`src/rtl/core/hprs_pkg.sv`:
```
package hprs_pkg;

  localparam int NUM_SLOTS = 16;
  localparam int IDX_W     = (NUM_SLOTS > 1) ? $clog2(NUM_SLOTS) : 1;
  localparam int CMP_W     = (IDX_W > 4) ? IDX_W : 4;

  localparam logic       CMD_LOAD  = 1'b0;
  localparam logic       CMD_SCHED = 1'b1;

  localparam logic [1:0] ST_DORMANT = 2'd0;
  localparam logic [1:0] ST_READY   = 2'd1;
  localparam logic [1:0] ST_RUNNING = 2'd2;
  localparam logic [1:0] ST_WAITING = 2'd3;

  typedef struct packed {
    logic             tok;
    logic             have;
    logic [7:0]       prio;
    logic [IDX_W-1:0] slot;
    logic [15:0]      id;
  } cand_t;

  typedef struct packed {
    logic             load_en;
    logic [3:0]       load_slot;
    logic             load_valid;
    logic [1:0]       load_state;
    logic [7:0]       load_prio;
    logic             load_excl;
    logic [15:0]      load_id;
    logic             demote_en;
    logic [IDX_W-1:0] demote_slot;
    logic             run_en;
    logic [IDX_W-1:0] run_slot;
  } ctl_t;

endpackage

```
`src/rtl/core/hprs_if.sv`:
```
interface hprs_in_if;
  logic        valid;
  logic        ready;
  logic        cmd;
  logic [3:0]  slot;
  logic        entry_valid_in;
  logic [1:0]  entry_state_in;
  logic [7:0]  entry_priority_in;
  logic        entry_excluded_in;
  logic [15:0] entry_id_in;

  modport source (
    output valid, cmd, slot, entry_valid_in, entry_state_in, entry_priority_in,
           entry_excluded_in, entry_id_in,
    input  ready
  );
  modport sink (
    input  valid, cmd, slot, entry_valid_in, entry_state_in, entry_priority_in,
           entry_excluded_in, entry_id_in,
    output ready
  );
endinterface

interface hprs_out_if;
  logic        valid;
  logic        ready;
  logic        found;
  logic [15:0] chosen_id;
  logic [3:0]  chosen_slot;

  modport source (
    output valid, found, chosen_id, chosen_slot,
    input  ready
  );
  modport sink (
    input  valid, found, chosen_id, chosen_slot,
    output ready
  );
endinterface

```
`src/rtl/core/highest_priority_ready_selector.sv`:
```
// Fixed-priority scheduler core over a row of NUM_SLOTS slot cells. A load
// transfer writes one slot and gives no result; loads to an index outside
// the table are dropped. A schedule transfer demotes the current running
// slot to ready, then a scan token walks the cell row one slot per cycle,
// carrying the best ready, non-excluded candidate so far (highest priority,
// lowest slot on a tie). The token passes through start_r, each cell and
// the pending register, where the result waits until the output register
// is free. Input ready stays low from the schedule transfer until the
// result is placed in the output register. With no candidate the result
// is found 0, id 0, slot 0 and the current process is cleared.
module highest_priority_ready_selector (
  input  logic      clk,
  input  logic      rst_n,
  hprs_in_if.sink   in_ch,
  hprs_out_if.source out_ch
);

  localparam int N = hprs_pkg::NUM_SLOTS;

  hprs_pkg::cand_t chain [N+1];
  hprs_pkg::ctl_t  ctl;

  logic                      busy_r, busy_nxt;
  logic                      start_r;
  logic                      pend_r, pend_nxt;
  logic                      pend_have_r;
  logic [hprs_pkg::IDX_W-1:0] pend_slot_r;
  logic [15:0]               pend_id_r;
  logic                      cur_valid_r;
  logic [hprs_pkg::IDX_W-1:0] cur_slot_r;
  logic                      out_valid_r, out_valid_nxt;
  logic                      out_found_r;
  logic [15:0]               out_id_r;
  logic [3:0]                out_slot_r;
  logic                      in_fire;
  logic                      sched_fire;
  logic                      move;

  assign in_ch.ready = !busy_r;
  assign in_fire     = in_ch.valid && !busy_r;
  assign sched_fire  = in_fire && in_ch.cmd == hprs_pkg::CMD_SCHED;
  assign move        = pend_r && (!out_valid_r || out_ch.ready);

  always_comb begin
    ctl.load_en     = in_fire && in_ch.cmd == hprs_pkg::CMD_LOAD;
    ctl.load_slot   = in_ch.slot;
    ctl.load_valid  = in_ch.entry_valid_in;
    ctl.load_state  = in_ch.entry_state_in;
    ctl.load_prio   = in_ch.entry_priority_in;
    ctl.load_excl   = in_ch.entry_excluded_in;
    ctl.load_id     = in_ch.entry_id_in;
    ctl.demote_en   = sched_fire && cur_valid_r;
    ctl.demote_slot = cur_slot_r;
    ctl.run_en      = move && pend_have_r;
    ctl.run_slot    = pend_slot_r;
  end

  assign chain[0] = '{tok: start_r, default: '0};

  for (genvar i = 0; i < N; i++) begin : g_cell
    hprs_cell u_cell (
      .clk      (clk),
      .rst_n    (rst_n),
      .my_idx   (hprs_pkg::IDX_W'(i)),
      .ctl      (ctl),
      .cand_in  (chain[i]),
      .cand_out (chain[i+1])
    );
  end

  always_comb begin
    busy_nxt = busy_r;
    if (sched_fire) begin
      busy_nxt = 1'b1;
    end else if (move) begin
      busy_nxt = 1'b0;
    end
    pend_nxt = pend_r;
    if (chain[N].tok) begin
      pend_nxt = 1'b1;
    end else if (move) begin
      pend_nxt = 1'b0;
    end
    out_valid_nxt = out_valid_r;
    if (move) begin
      out_valid_nxt = 1'b1;
    end else if (out_ch.ready) begin
      out_valid_nxt = 1'b0;
    end
  end

  always_ff @(posedge clk) begin
    if (!rst_n) begin
      busy_r      <= 1'b0;
      start_r     <= 1'b0;
      pend_r      <= 1'b0;
      out_valid_r <= 1'b0;
      cur_valid_r <= 1'b0;
      cur_slot_r  <= '0;
    end else begin
      busy_r      <= busy_nxt;
      start_r     <= sched_fire;
      pend_r      <= pend_nxt;
      out_valid_r <= out_valid_nxt;
      if (move) begin
        cur_valid_r <= pend_have_r;
        cur_slot_r  <= pend_have_r ? pend_slot_r : '0;
      end
    end
  end

  always_ff @(posedge clk) begin
    if (chain[N].tok) begin
      pend_have_r <= chain[N].have;
      pend_slot_r <= chain[N].slot;
      pend_id_r   <= chain[N].id;
    end
    if (move) begin
      out_found_r <= pend_have_r;
      out_id_r    <= pend_have_r ? pend_id_r : 16'd0;
      out_slot_r  <= pend_have_r ? 4'(pend_slot_r) : 4'd0;
    end
  end

  assign out_ch.valid       = out_valid_r;
  assign out_ch.found       = out_found_r;
  assign out_ch.chosen_id   = out_id_r;
  assign out_ch.chosen_slot = out_slot_r;

  logic [N:0] tok_vec;
  always_comb begin
    for (int k = 0; k <= N; k++) begin
      tok_vec[k] = chain[k].tok;
    end
  end

  a_one_token: assert property (@(posedge clk) disable iff (!rst_n)
    $onehot0({tok_vec, pend_r}))
    else $error("more than one scan in flight");

  a_scan_busy: assert property (@(posedge clk) disable iff (!rst_n)
    (start_r || chain[N].tok || pend_r) |-> busy_r)
    else $error("scan active while input ready");

  a_current: assert property (@(posedge clk) disable iff (!rst_n)
    move |=> (cur_valid_r == out_found_r && out_valid_r))
    else $error("current process does not match delivered result");

endmodule

```
`src/rtl/core/hprs_cell.sv`:
```
module hprs_cell (
  input  logic                      clk,
  input  logic                      rst_n,
  input  logic [hprs_pkg::IDX_W-1:0] my_idx,
  input  hprs_pkg::ctl_t            ctl,
  input  hprs_pkg::cand_t           cand_in,
  output hprs_pkg::cand_t           cand_out
);

  logic        valid_r;
  logic [1:0]  state_r;
  logic [7:0]  prio_r;
  logic        excl_r;
  logic [15:0] id_r;
  logic [1:0]  state_nxt;
  logic        load_hit;
  logic        take;
  hprs_pkg::cand_t cand_r;
  hprs_pkg::cand_t cand_nxt;

  assign load_hit = ctl.load_en &&
                    (hprs_pkg::CMP_W'(ctl.load_slot) == hprs_pkg::CMP_W'(my_idx));

  always_comb begin
    state_nxt = state_r;
    if (load_hit) begin
      state_nxt = ctl.load_state;
    end else if (ctl.run_en && ctl.run_slot == my_idx) begin
      state_nxt = hprs_pkg::ST_RUNNING;
    end else if (ctl.demote_en && ctl.demote_slot == my_idx &&
                 state_r == hprs_pkg::ST_RUNNING) begin
      state_nxt = hprs_pkg::ST_READY;
    end
  end

  always_ff @(posedge clk) begin
    if (!rst_n) begin
      valid_r <= 1'b0;
      state_r <= hprs_pkg::ST_DORMANT;
      prio_r  <= 8'd0;
      excl_r  <= 1'b0;
      id_r    <= 16'd0;
    end else begin
      state_r <= state_nxt;
      if (load_hit) begin
        valid_r <= ctl.load_valid;
        prio_r  <= ctl.load_prio;
        excl_r  <= ctl.load_excl;
        id_r    <= ctl.load_id;
      end
    end
  end

  // strict greater-than keeps the lowest slot on a tie
  assign take = valid_r && state_r == hprs_pkg::ST_READY && !excl_r &&
                (!cand_in.have || prio_r > cand_in.prio);

  always_comb begin
    cand_nxt = cand_in;
    if (take) begin
      cand_nxt.have = 1'b1;
      cand_nxt.prio = prio_r;
      cand_nxt.slot = my_idx;
      cand_nxt.id   = id_r;
    end
  end

  always_ff @(posedge clk) begin
    if (!rst_n) begin
      cand_r.tok <= 1'b0;
    end else begin
      cand_r.tok <= cand_in.tok;
    end
    cand_r.have <= cand_nxt.have;
    cand_r.prio <= cand_nxt.prio;
    cand_r.slot <= cand_nxt.slot;
    cand_r.id   <= cand_nxt.id;
  end

  assign cand_out = cand_r;

endmodule
```
`src/flat_wrapper.sv`:
```
// flat-port wrapper written by rule: the top's interface ports become plain ports
module highest_priority_ready_selector_flat 
  (clk, rst_n, in_ch_valid, in_ch_cmd, in_ch_slot, in_ch_entry_valid_in, in_ch_entry_state_in, in_ch_entry_priority_in, in_ch_entry_excluded_in, in_ch_entry_id_in, in_ch_ready, out_ch_valid, out_ch_found, out_ch_chosen_id, out_ch_chosen_slot, out_ch_ready);
  hprs_in_if in_ch_i ();
  hprs_out_if out_ch_i ();
  input  logic clk;
  input  logic rst_n;
  input wire logic [$bits(in_ch_i.valid)-1:0] in_ch_valid;
  input wire logic [$bits(in_ch_i.cmd)-1:0] in_ch_cmd;
  input wire logic [$bits(in_ch_i.slot)-1:0] in_ch_slot;
  input wire logic [$bits(in_ch_i.entry_valid_in)-1:0] in_ch_entry_valid_in;
  input wire logic [$bits(in_ch_i.entry_state_in)-1:0] in_ch_entry_state_in;
  input wire logic [$bits(in_ch_i.entry_priority_in)-1:0] in_ch_entry_priority_in;
  input wire logic [$bits(in_ch_i.entry_excluded_in)-1:0] in_ch_entry_excluded_in;
  input wire logic [$bits(in_ch_i.entry_id_in)-1:0] in_ch_entry_id_in;
  output wire logic [$bits(in_ch_i.ready)-1:0] in_ch_ready;
  output wire logic [$bits(out_ch_i.valid)-1:0] out_ch_valid;
  output wire logic [$bits(out_ch_i.found)-1:0] out_ch_found;
  output wire logic [$bits(out_ch_i.chosen_id)-1:0] out_ch_chosen_id;
  output wire logic [$bits(out_ch_i.chosen_slot)-1:0] out_ch_chosen_slot;
  input wire logic [$bits(out_ch_i.ready)-1:0] out_ch_ready;
  assign in_ch_i.valid = in_ch_valid;
  assign in_ch_i.cmd = in_ch_cmd;
  assign in_ch_i.slot = in_ch_slot;
  assign in_ch_i.entry_valid_in = in_ch_entry_valid_in;
  assign in_ch_i.entry_state_in = in_ch_entry_state_in;
  assign in_ch_i.entry_priority_in = in_ch_entry_priority_in;
  assign in_ch_i.entry_excluded_in = in_ch_entry_excluded_in;
  assign in_ch_i.entry_id_in = in_ch_entry_id_in;
  assign in_ch_ready = in_ch_i.ready;
  assign out_ch_valid = out_ch_i.valid;
  assign out_ch_found = out_ch_i.found;
  assign out_ch_chosen_id = out_ch_i.chosen_id;
  assign out_ch_chosen_slot = out_ch_i.chosen_slot;
  assign out_ch_i.ready = out_ch_ready;
  highest_priority_ready_selector u_core (.clk(clk), .rst_n(rst_n), .in_ch(in_ch_i), .out_ch(out_ch_i));
endmodule
```
`config.mk`:
```
export PLATFORM = sky130hd
export DESIGN_NAME = highest_priority_ready_selector_flat
export DESIGN_NICKNAME = d
export VERILOG_FILES = /design/src/rtl/core/hprs_pkg.sv /design/src/rtl/core/hprs_if.sv /design/src/rtl/core/highest_priority_ready_selector.sv /design/src/rtl/core/hprs_cell.sv /design/src/flat_wrapper.sv
export SDC_FILE = /design/constraint.sdc
export NUM_CORES = 2
export LEC_CHECK = 0
export BUFFER_PORTS_ARGS = -buffer_cell sky130_fd_sc_hd__buf_2
export CAP_MARGIN = 20
export CORE_AREA = 5 5 457 234
export DETAILED_ROUTE_END_ITERATION = 10
export DIE_AREA = 0 0 462 239
export GPL_ROUTABILITY_DRIVEN = 0
export PLACE_DENSITY = 0.58
export SYNTH_ARGS = -nofsm -noshare
export SYNTH_HDL_FRONTEND = slang
export SYNTH_SLANG_ARGS = --single-unit
export TNS_END_PERCENT = 100
```
`constraint.sdc`:
```
create_clock -name clk -period 2.65 [get_ports clk]
set_clock_uncertainty 0.1 [all_clocks]
set_input_delay 0 -clock clk [delete_from_list [all_inputs] [get_ports clk]]
set_output_delay 0 -clock clk [all_outputs]
set_load 0.05 [all_outputs]
```
## Yosys cells after proc, flatten, opt, wreduce, memory -nomap -nowiden

Index checks and enable logic that the tools add are counted.

- Order comparisons: 15
- Equality and inequality tests: 77
- Multiplexer cells: 70
- Bitwise operators: 1
- Reduce and logical (&&, ||, !) cells: 188

Operators by type and width:

| kind | count |
|---|---|
| 28-bit two-way mux | 14 |
| 8-bit > comparator | 15 |
| 1-bit logical AND | 117 |
| 4-bit equality test, second input constant | 24 |
| 2-bit two-way mux | 48 |
| 4-bit by 3-bit equality test with 1-bit output, second input constant | 12 |
| 3-bit nonzero test | 16 |
| 1-bit zero test | 33 |
| 2-bit by 1-bit equality test with 1-bit output, second input constant | 16 |
| 2-bit equality test, second input constant | 16 |
| 29-bit two-way mux | 1 |
| 4-bit by 2-bit equality test with 1-bit output, second input constant | 6 |
| 1-bit logical OR | 16 |
| 16-bit two-way mux | 1 |
| 4-bit by 1-bit equality test with 1-bit output, second input constant | 3 |
| 4-bit zero test | 3 |
| 2-bit nonzero test | 3 |
| 1-bit two-way mux | 5 |
| 4-bit two-way mux | 1 |
| 1-bit NOT | 1 |

- Bits in registers: 971
- Bits of input ports: 37
- Word-level logic and storage cells: 522

## Depth between registers and ports, before layout

- Depth in word-level cells: 9
- Gate-level depth with buffers: 9
- Mapped depth without buffers: 7

## Modules after synthesis

Synthesis repeated with hierarchy kept, for this count alone.

- Cell total of the unflattened synthesis: 3408
- Area, all modules: 40970.5 um^2

By module, submodules not included:

| module | instances | cells each | area an instance (um^2) | sequential area each (um^2) |
|---|---|---|---|---|
| hprs_cell (u_core.g_cell[1].u_cell ...) | 9 | 206 | 2444.8 | 1161.1 |
| hprs_cell (u_core.g_cell[0].u_cell ...) | 7 | 207 | 2452.4 | 1161.1 |
| highest_priority_ready_selector | 1 | 105 | 1800.5 | 1441.4 |

## Worst setup path after synthesis

OpenSTA, ideal clock, no wires.

- Kind: register -> register
- Start point: reg u_core.g_cell[1].u_cell.cand_r (netlist bit u_core.g_cell[1].u_cell.cand_out[21])
- End point: reg u_core.g_cell[2].u_cell.cand_r (netlist bit u_core.g_cell[2].u_cell.cand_out[10])
- Library setup time: 0.121 ns
- Arrival time: 2.082 ns
- Data required time: 2.429 ns
- Slack: 0.348 ns
- Cell stages (with the launch flop): 9
- Buffers on the path: 1
- Clock period less this slack: 2.302 ns
- Cell sequence: dfxtp_1 > inv_1 > ha_1 > nor2b_1 > o211ai_1 > a21oi_1 > o41ai_4 > buf_2 > mux2_2

RTL lines:

| element | RTL line | source |
|---|---|---|
| start: declaration | hprs_cell.sv:18 | `hprs_pkg::cand_t cand_r;` |
| end: declaration | hprs_cell.sv:18 |  |

==> flow_summary.toml <==
[clock_network]
cts_tree = "yes"
path_clk_slew_ns = 0.07
numCtsBuffers = 86
insertion_delay_ns = 0.69
cts.htree.levels = 3
cts_sinks = 956
cts.path.max_buffers = 3
cts_root_buf = "clkbuf_16"

[final_layout]
fin_area_um2 = 45900
utilization = 0.444
instances_no_fill = 6094
syn_to_final_growth_pct = 13.1
layout.nets = 4800
drive_gt1_frac = 0.114

[pwr]
cellLeakagePower_nw = 16.7
peakVddDrop_uv = 496
p_total_mw = 28.7
powerDensity_nw_per_um2 = 625

[sta]
final_max_slew_viol_count = 0
period_minus_slack_ns = 2.38
timing.final.crit_share = 0.899
rsz0062_at_grt = "false"
worst_pin_slew_ns = 1.12
fmax_mhz = 420
setup_slack_ns = 0.269
hold_viol = 0
setup_viol = 0
relSlewSlack = 0.250

[synth]
postSynthAreaPerCell_um2 = 8.59
synth_area_um2 = 40600
yosysTopAreaCellShare = 0.451
synth_area_leaders = "dfxtp_1 (45%), nand2_1 (9.9%), a21oi_1 (7.5%)"
synth_cell_types = 55
netlist_instances = 4720
synth-edff-count = 42
yosys_most_used_dff = "dfxtp_1"
yosysTopAreaCell = "dfxtp_1"
synth_seq_cells = 956
synth-warning-count = 0
syn_nets = 4877
seq_area_frac_synth = 0.482
async_reset_ff_frac = 0

[placement]
placement.cell_area_um2 = 42500
post-place-ws_ns = -0.0394
place_inst = 5896
port_buffers = 59
hpwlAfterDp_um = 85000

[global_routing]
grt.total_usage = 0.228
overflow = 0
grt_first_pass_wirelength_um = 197000
grt_pass1_vias = 31500
antenna_found_initial = 10
grt_max_degree = 89

[die]
num_io_pins = 60
rows = 84
dieWidth_um = 462
fp.coreArea_um2 = 103000
initial_utilization = 0.393
dieHeight_um = 239
dieArea_um2 = 110000

[detailed_routing]
vias = 34600
drt_first_pass_iters = 6
routed_wl_um = 130000
drc = 0
drt_iter0_markers = 3410
via_per_inst = 5.69
post_drt_wl_per_cell_um = 21.3
ant_nets = 0

[run_status]
status = "completed"

[critical_path]
cp_max_fo = 30
start_kind = "flip-flop"
worstSetupPathType = "reg -> reg"
critPathRequiredTime_ns = 3.11
end_kind = "flip-flop"
crit_arrival_ns = 2.84
reg2reg_slack_ns = 0.27

[flow_run]
max_cap_viol_count = 0

[hold_path]
hp-class = "in -> reg"
==> cell families after synthesis <==
family,synth area share
AND/OR/NAND/NOR,0.191
AO/OA/AOI/OAI,0.208
flip-flops,0.482
buffers and inverters,0.0542
adder cells (fa/ha/maj),0.0370
multiplexers,0.0269
==> worst max-delay path: stages, from the launching register on <==
cell and delay, ns:
dfxtp_1 0.33, inv_1 0.05, ha_1 0.30, nand4_1 0.23, a21oi_4 0.65, buf_4 0.37, o211ai_1 0.10, o311ai_0 0.14
==> registers in the layout, indices dropped and copies added (netlist names), 4 cells and up <==
name                           flops
u_core.g_cell.u_cell.excl_r       16
u_core.g_cell.u_cell.state_r      32
u_core.g_cell.u_cell.id_r        256
u_core.cur_slot_r                  4
u_core.g_cell.u_cell.cand_out    457
u_core.g_cell.u_cell.prio_r      128
u_core.pend_id_r                  16
u_core.out_ch.chosen_slot          4
u_core.pend_slot_r                 4
u_core.g_cell.u_cell.valid_r      16
u_core.out_ch.chosen_id           16
==> layout make-up <==
cell class                      count  area, µm²
Sequential cell                   956      19600
Antenna cell                        2       5.00
Fill cell                       10000      57300
Timing Repair Buffer              260       2150
Inverter                          136        518
Tap cell                         1376       1720
Clock buffer                      111       2440
Clock inverter                     50        532
Multi-Input combinational cell   3203      18900
==> cells in the mapped netlist, drive strengths merged, types with 2 or more instances <==
master   number
a211o         3
a21o          5
a21oi       608
a2bb2oi     145
a31oi        19
a41oi         4
and2         67
and3         99
and4bb        5
buf          74
clkbuf      351
dfxtp       914
edfxtp       42
ha          120
inv         136
mux2         96
nand2      1066
nand2b       15
nand3       130
nand3b        4
nand4       139
nand4b        3
nor2         46
nor2b        33
nor3         45
nor4          8
nor4bb        8
o211ai      268
o21a         18
o21ai        55
o21bai        4
o221a         2
o22ai        11
o311ai      144
o31a          4
o32ai         3
or2          16
or3           4
==> per-stage QoR <==
| stage | setup TNS [ns] | hold WS (ns) |
|---|---|---|
| 4_1_cts | 0 | 0.0267 |
| 6_report | 0 | 0.0712 |
| 3_5_place_dp | -0.195 | 0.166 |
| 5_1_grt | 0 | 0.0853 |
| 2_1_floorplan | 0 | 0.0296 |
| 3_3_place_gp | 0 | 0.168 |
==> what timing repair did <==
action                                  4_1_cts  5_1_grt
buffers inserted                              0        0
endpoints found under the setup margin       12        0
hold buffers                                 35        0
endpoints found under the hold margin       468        0
resized for setup                             1        0
==> placed cells by master, fill, tap and decap left out, drive strengths merged, types with 4 or more instances in the layout <==
master and instances:
a21o 5, a21oi 608, a2bb2oi 145, a31oi 19
a41oi 4, and2 67, and3 99, and4bb 5
buf 225, bufinv 7, clkbuf 111, clkinv 30
clkinvlp 7, dfxtp 914, dlygate4sd3 35, edfxtp 42
ha 120, inv 142, mux2 96, nand2 1066
nand2b 15, nand3 130, nand3b 4, nand4 139
nor2 46, nor2b 33, nor3 45, nor4 8
nor4bb 8, o211ai 268, o21a 18, o21ai 55
o21bai 4, o22ai 11, o311ai 144, o31a 4
or2 16, or3 4
==> report_power, final <==
group	switching (mW)	internal, mW	total (mW)
combinational	0.762	0.193	0.955
sequential	0.0373	14.5	14.5
clock	5.92	7.28	13.2
==> routing by layer <==
| layer | global-route usage | vias up | routed length (µm) |
|---|---|---|---|
| met2 | 0.310 | 1227 | 51100 |
| li1 | - | 16600 | - |
| met5 | 0 | - | 0 |
| met4 | 0.0570 | 0 | 2940 |
| met3 | 0.0690 | 175 | 12700 |
| met1 | 0.347 | 16600 | 62800 |
==> worst paths after layout <==
| kind | cells past startpoint | endpoint | from |
|---|---|---|---|
| setup reg to reg | 7 | u_core.g_cell[12].u_cell.cand_out[15] | u_core.g_cell[11].u_cell.cand_out[27] |
| setup / recovery | 7 | u_core.g_cell[12].u_cell.cand_out[15] | u_core.g_cell[11].u_cell.cand_out[27] |
| hold / removal | 5 | u_core.g_cell[9].u_cell.valid_r | in_ch_slot[1] |
| hold reg to reg | 0 | u_core.pend_id_r[6] | u_core.g_cell[15].u_cell.cand_out[6] |
No activity file was read; power rests on OpenSTA's default activity.
